[config.mk]
export PLATFORM = sky130hd
export DESIGN_NAME = fla_ctrl
export DESIGN_NICKNAME = d
export VERILOG_FILES = /design/src/design/fla_pkg.sv /design/src/design/fla_ctrl.sv
export SDC_FILE = /design/constraint.sdc
export NUM_CORES = 1
export LEC_CHECK = 0
export ABC_AREA = 1
export BUFFER_PORTS_ARGS = -buffer_cell sky130_fd_sc_hd__buf_2
export CAP_MARGIN = 20
export CORE_AREA = 5 5 42 44
export CTS_CLUSTER_DIAMETER = 50
export DETAILED_ROUTE_END_ITERATION = 10
export DIE_AREA = 0 0 47 49
export SLEW_MARGIN = 10
export SYNTH_ARGS = -nofsm -noshare
export SYNTH_HDL_FRONTEND = slang
export SYNTH_SLANG_ARGS = --single-unit
[constraint.sdc]
create_clock -name clk -period 1.3 [get_ports clk]
set_input_delay 0.26 -clock clk [delete_from_list [all_inputs] [get_ports clk]]
set_output_delay 0.26 -clock clk [all_outputs]
set_load 0.01 [all_outputs]
[src/design/fla_pkg.sv]
`timescale 1ns / 1ps
// ----------------------------------------------------------------------------
// fla_pkg
// Shared types and constants for the free-list chunk allocator.
// ----------------------------------------------------------------------------
package fla_pkg;

    localparam int unsigned MAX_CHUNKS = 1024;
    localparam int unsigned IDX_W      = $clog2(MAX_CHUNKS);
    localparam int unsigned CNT_W      = IDX_W + 1;
    localparam int unsigned LINK_W     = IDX_W + 1;
    localparam int unsigned SIZE_W     = 17;
    localparam int unsigned OFS_W      = 26;
    localparam int unsigned PROD_W     = IDX_W + SIZE_W;

    localparam logic [SIZE_W-1:0] CHUNK_BYTES_RESET = SIZE_W'(64);

    // Request kinds.
    localparam logic [1:0] ACT_ALLOC  = 2'd0;
    localparam logic [1:0] ACT_FREE   = 2'd1;
    localparam logic [1:0] ACT_EXPAND = 2'd2;

    // Result status codes.
    localparam logic [1:0] STAT_OK     = 2'd0;
    localparam logic [1:0] STAT_EMPTY  = 2'd1;
    localparam logic [1:0] STAT_REJECT = 2'd2;

    typedef struct packed {
        logic [1:0]       action;
        logic [IDX_W-1:0] chunk_index;
        logic [CNT_W-1:0] expand_count;
    } req_t;

    typedef struct packed {
        logic [1:0]       status;
        logic [IDX_W-1:0] granted_index;
        logic [OFS_W-1:0] granted_offset;
    } rsp_t;

    typedef enum logic [2:0] {
        S_IDLE,
        S_EXEC,
        S_ALLOC_WAIT,
        S_EXPAND,
        S_RESP
    } state_t;

    typedef struct packed {
        logic       load;
        logic       alloc_rd;
        logic       pop;
        logic       free_push;
        logic       exp_start;
        logic       exp_step;
        logic       res_set;
        logic [1:0] res_code;
        logic       out_load;
    } cmd_t;

    typedef struct packed {
        logic [1:0] action;
        logic       head_live;
        logic       free_ok;
        logic       expand_ok;
        logic       exp_last;
        logic       out_free;
    } sts_t;

endpackage

[src/design/fla_ctrl.sv]
`timescale 1ns / 1ps
// ----------------------------------------------------------------------------
// fla_ctrl
// Sequencer for the chunk allocator: decodes a request and steps the datapath.
// ----------------------------------------------------------------------------
module fla_ctrl (
    input  logic          clk,
    input  logic          rst_n,
    input  logic          in_valid,
    output logic          in_stall,
    input  fla_pkg::sts_t sts,
    output fla_pkg::cmd_t cmd
);

    fla_pkg::state_t state_reg;
    fla_pkg::state_t state_next;

    always_ff @(posedge clk or negedge rst_n)
    begin
        if (!rst_n)
        begin
            state_reg <= fla_pkg::S_IDLE;
        end
        else
        begin
            state_reg <= state_next;
        end
    end

    always_comb
    begin
        state_next = state_reg;
        cmd        = '0;
        in_stall   = (state_reg != fla_pkg::S_IDLE);
        case (state_reg)
            fla_pkg::S_IDLE:
            begin
                if (in_valid)
                begin
                    cmd.load   = 1'b1;
                    state_next = fla_pkg::S_EXEC;
                end
            end
            fla_pkg::S_EXEC:
            begin
                state_next = fla_pkg::S_RESP;
                case (sts.action)
                    fla_pkg::ACT_ALLOC:
                    begin
                        if (sts.head_live)
                        begin
                            cmd.alloc_rd = 1'b1;
                            state_next   = fla_pkg::S_ALLOC_WAIT;
                        end
                        else
                        begin
                            cmd.res_set  = 1'b1;
                            cmd.res_code = fla_pkg::STAT_EMPTY;
                        end
                    end
                    fla_pkg::ACT_FREE:
                    begin
                        cmd.res_set = 1'b1;
                        if (sts.free_ok)
                        begin
                            cmd.free_push = 1'b1;
                            cmd.res_code  = fla_pkg::STAT_OK;
                        end
                        else
                        begin
                            cmd.res_code = fla_pkg::STAT_REJECT;
                        end
                    end
                    fla_pkg::ACT_EXPAND:
                    begin
                        if (sts.expand_ok)
                        begin
                            cmd.exp_start = 1'b1;
                            state_next    = fla_pkg::S_EXPAND;
                        end
                        else
                        begin
                            cmd.res_set  = 1'b1;
                            cmd.res_code = fla_pkg::STAT_REJECT;
                        end
                    end
                    default:
                    begin
                        cmd.res_set  = 1'b1;
                        cmd.res_code = fla_pkg::STAT_REJECT;
                    end
                endcase
            end
            fla_pkg::S_ALLOC_WAIT:
            begin
                cmd.pop    = 1'b1;
                state_next = fla_pkg::S_RESP;
            end
            fla_pkg::S_EXPAND:
            begin
                cmd.exp_step = 1'b1;
                if (sts.exp_last)
                begin
                    cmd.res_set  = 1'b1;
                    cmd.res_code = fla_pkg::STAT_OK;
                    state_next   = fla_pkg::S_RESP;
                end
            end
            fla_pkg::S_RESP:
            begin
                if (sts.out_free)
                begin
                    cmd.out_load = 1'b1;
                    state_next   = fla_pkg::S_IDLE;
                end
            end
            default:
            begin
                state_next = fla_pkg::S_IDLE;
            end
        endcase
    end

endmodule

==> out/results.tsv <==
metric	value	unit
Max Clock Skew	2.46	ps
Critical Path Source	state_reg[2]	
post-placement cell count	84	
Synth Warn #	0	
Post-route DRC	0	
failing checks	negative setup slack	
routed wire length per instance	9.22	um
Worst Hold Class	input port to flop	
Leak	0.297	nW
critical path depth	4	
Switch Pwr	0.000364	W
cell count after synthesis	48	
maximum vdd drop	620	uV
Synth Net Count	58	
vias	386	
largest net degree at the start of global routing	7	
Worst Hold End	state_reg[2]	
number of H-tree levels	1	
syn_area_per_cell	5.50	um^2
reg2reg end	state_reg[0]	
Nets	89	
Filler Cells Inserted	161	
RePlAce Congestion	0.744	
combinational power share	0.607	
commonest non-fill, non-tap cell in the layout	buf_2	
status	finished, violations left	
post-layout instance area	493	um^2
GR Layer Usage met2	0.143	
Routed Antenna Nets	0	
crit path kind	flop to output pin	
final setup fails	10	
fmax	690	MHz
clock slew at reported path FFs	40	ps
worst path required time	1040	ps
number of buffers created by CTS	3	
CP max stage delay	400	ps
num rows	14	
Netlist Area Pre-Place	264	um^2
max-cap viol count	0	
layout cells sized above 1	0.474	
n_diodes	0	
first-pass GRT wire length	1.41	mm
Max Buffers Root-to-Sink	2	
Post-Synth Adder-Cell Area	0	
xor/xnor cell area share of the yosys netlist	0	
GR peak layer	met2	
vias in the first global route	348	
Placeable Area	1400	um^2
IO Pins	21	
RSZ-0062 raised after global routing	true	
delay-heaviest family, CP	flip-flops	
Cell variety after synth	11	
R2R Setup Slk	160	ps
clock power share	0.191	
total gr overflow	0	
sequential area share after synthesis	0.284	
multiplexer area fraction after synthesis	0	
Tot Pwr	0.000832	W
grt met1 use	0.0927	
initial antenna violation count	0	
Skew-Pair Late Insertion Delay	230	ps
final period utilization	1.12	
Worst Tran Pin Value	200	ps
Critical path buffers and inverters	1	
number of flip-flops in the largest register	3	
Seq pwr share	0.201	
Die ar.	2300	um^2
Die Y	49	um
Simple-Gate Fraction of Synth Area	0.550	
Final min period	1450	ps
Final Max Tran Viols	0	
width of the die	47	um
final hold violation count	0	
R2R cell count	6	
worst path cell trace	nor2_2, nand2_2, nor4_1, buf_2	
Critical-path top delay cell	dfrtp_1	
CTS tree	built	
Starting Density	0.188	
Crit. End Element	output pin	
vias per cell	4.11	
Worst Hold Depth	4	
Placed Instance Area	384	um^2
Finished Layout Cells	94	
post-DP HPWL	649	um
cell internal pwr	0.000468	W
crit path max fanout	6	
Net Sw Frac	0.437	
HP Start	sts[0]	
area fraction in compound gates after synthesis	0.0664	
All-Layer GR Usage	0.0804	
Pre-antenna DRT Iters	4	
I/O Buffers	20	
CP startpoint kind	flop	
met3 Use GR	0.0221	
clock sinks	3	
WP data arrival	1190	ps
power per cell area	1690	nW/um^2
clk root buf	clkbuf_4	
Slew headroom	0.865	
Initial DRC Count	6	
worst setup margin	-150	ps
RR Startpoint	state_reg[1]	
combinational family with the most area after synthesis	simple AND/OR/NAND/NOR gates	
P&R area growth vs syn	86.7	%
most frequent cells in the layout	buf_2 (19), nand2_1 (15), nor2_1 (10), inv_1 (6), buf_4 (5)	
Total Wirelength	867	um
Synth Register Bits	3	
==> synth_stat cells <==
| cell type | count | area share |
|---|---|---|
| nor4_1 | 2 | 0.047 |
| nand2_1 | 16 | 0.23 |
| nor2_2 | 1 | 0.024 |
| o21ai_0 | 1 | 0.019 |
| inv_1 | 7 | 0.10 |
| dfrtp_1 | 3 | 0.28 |
| nand3_1 | 3 | 0.057 |
| a211oi_1 | 1 | 0.028 |
| nand2_2 | 1 | 0.024 |
| a21oi_1 | 1 | 0.019 |
| nor2_1 | 12 | 0.17 |
==> logic make-up after synthesis <==
group / Yosys count
buffers and inverters: 7
AOI/OAI and AO/OA: 3
DFF: 3
and+or+nand+nor: 35
==> through the flow <==
stage          TNS, ps  setup WS, ps  utilization  hold slack (ps)
2_1_floorplan        0          73.3            -            -35.6
3_3_place_gp         0          44.1        0.274             58.5
3_5_place_dp         0          33.5        0.274             60.2
4_1_cts          -1070          -157        0.329              297
5_1_grt          -2000          -228        0.352              319
6_report         -1060          -150        0.352              304
==> worst min-delay path, cell delays in order <==
cell	delay [ps]
buf_2	80
nor2_1	50
inv_1	40
nand2_1	50
==> power groups by stage <==
stage                     Clock (W)  Combinational [W]  Sequential (W)
after floorplan                   0           0.000240        0.000158
after global placement            0           0.000367        0.000165
after detailed placement          0           0.000368        0.000167
after CTS                  0.000170           0.000443        0.000163
after global routing       0.000183           0.000571        0.000171
final                      0.000159           0.000505        0.000167
==> repair_timing <==
action                                  CTS  global route
endpoints found under the setup margin   10            12
endpoints found under the hold margin     3             0
pin swaps                                 2             2
buffers inserted                          3             2
hold buffers                              1             0
resized for setup                         4             5
==> area by class of cell <==
type	count	area, um^2	share of cell area
tap	16	20.0	0.0406
multi-input combinational	38	191	0.388
timing repair buffer	26	154	0.312
clock buffer	4	26.3	0.0533
sequential	3	75.1	0.152
inverter	7	26.3	0.0533
==> worst max-delay path by stage <==
stage / end / slack, ps
final: cmd[1] / -150
after global routing: cmd[1] / -230
after global placement: cmd[2] / 40
after CTS: cmd[1] / -160
after floorplan: cmd[1] / 70
after detailed placement: cmd[2] / 30
==> per-layer routing <==
metal / vias to the layer above / share of wire
met5: - / 0
met4: 0 / 0
met3: 0 / 0.052
met2: 6 / 0.57
met1: 172 / 0.38
li1: 208 / -
Power figures use the tool's default switching activity.
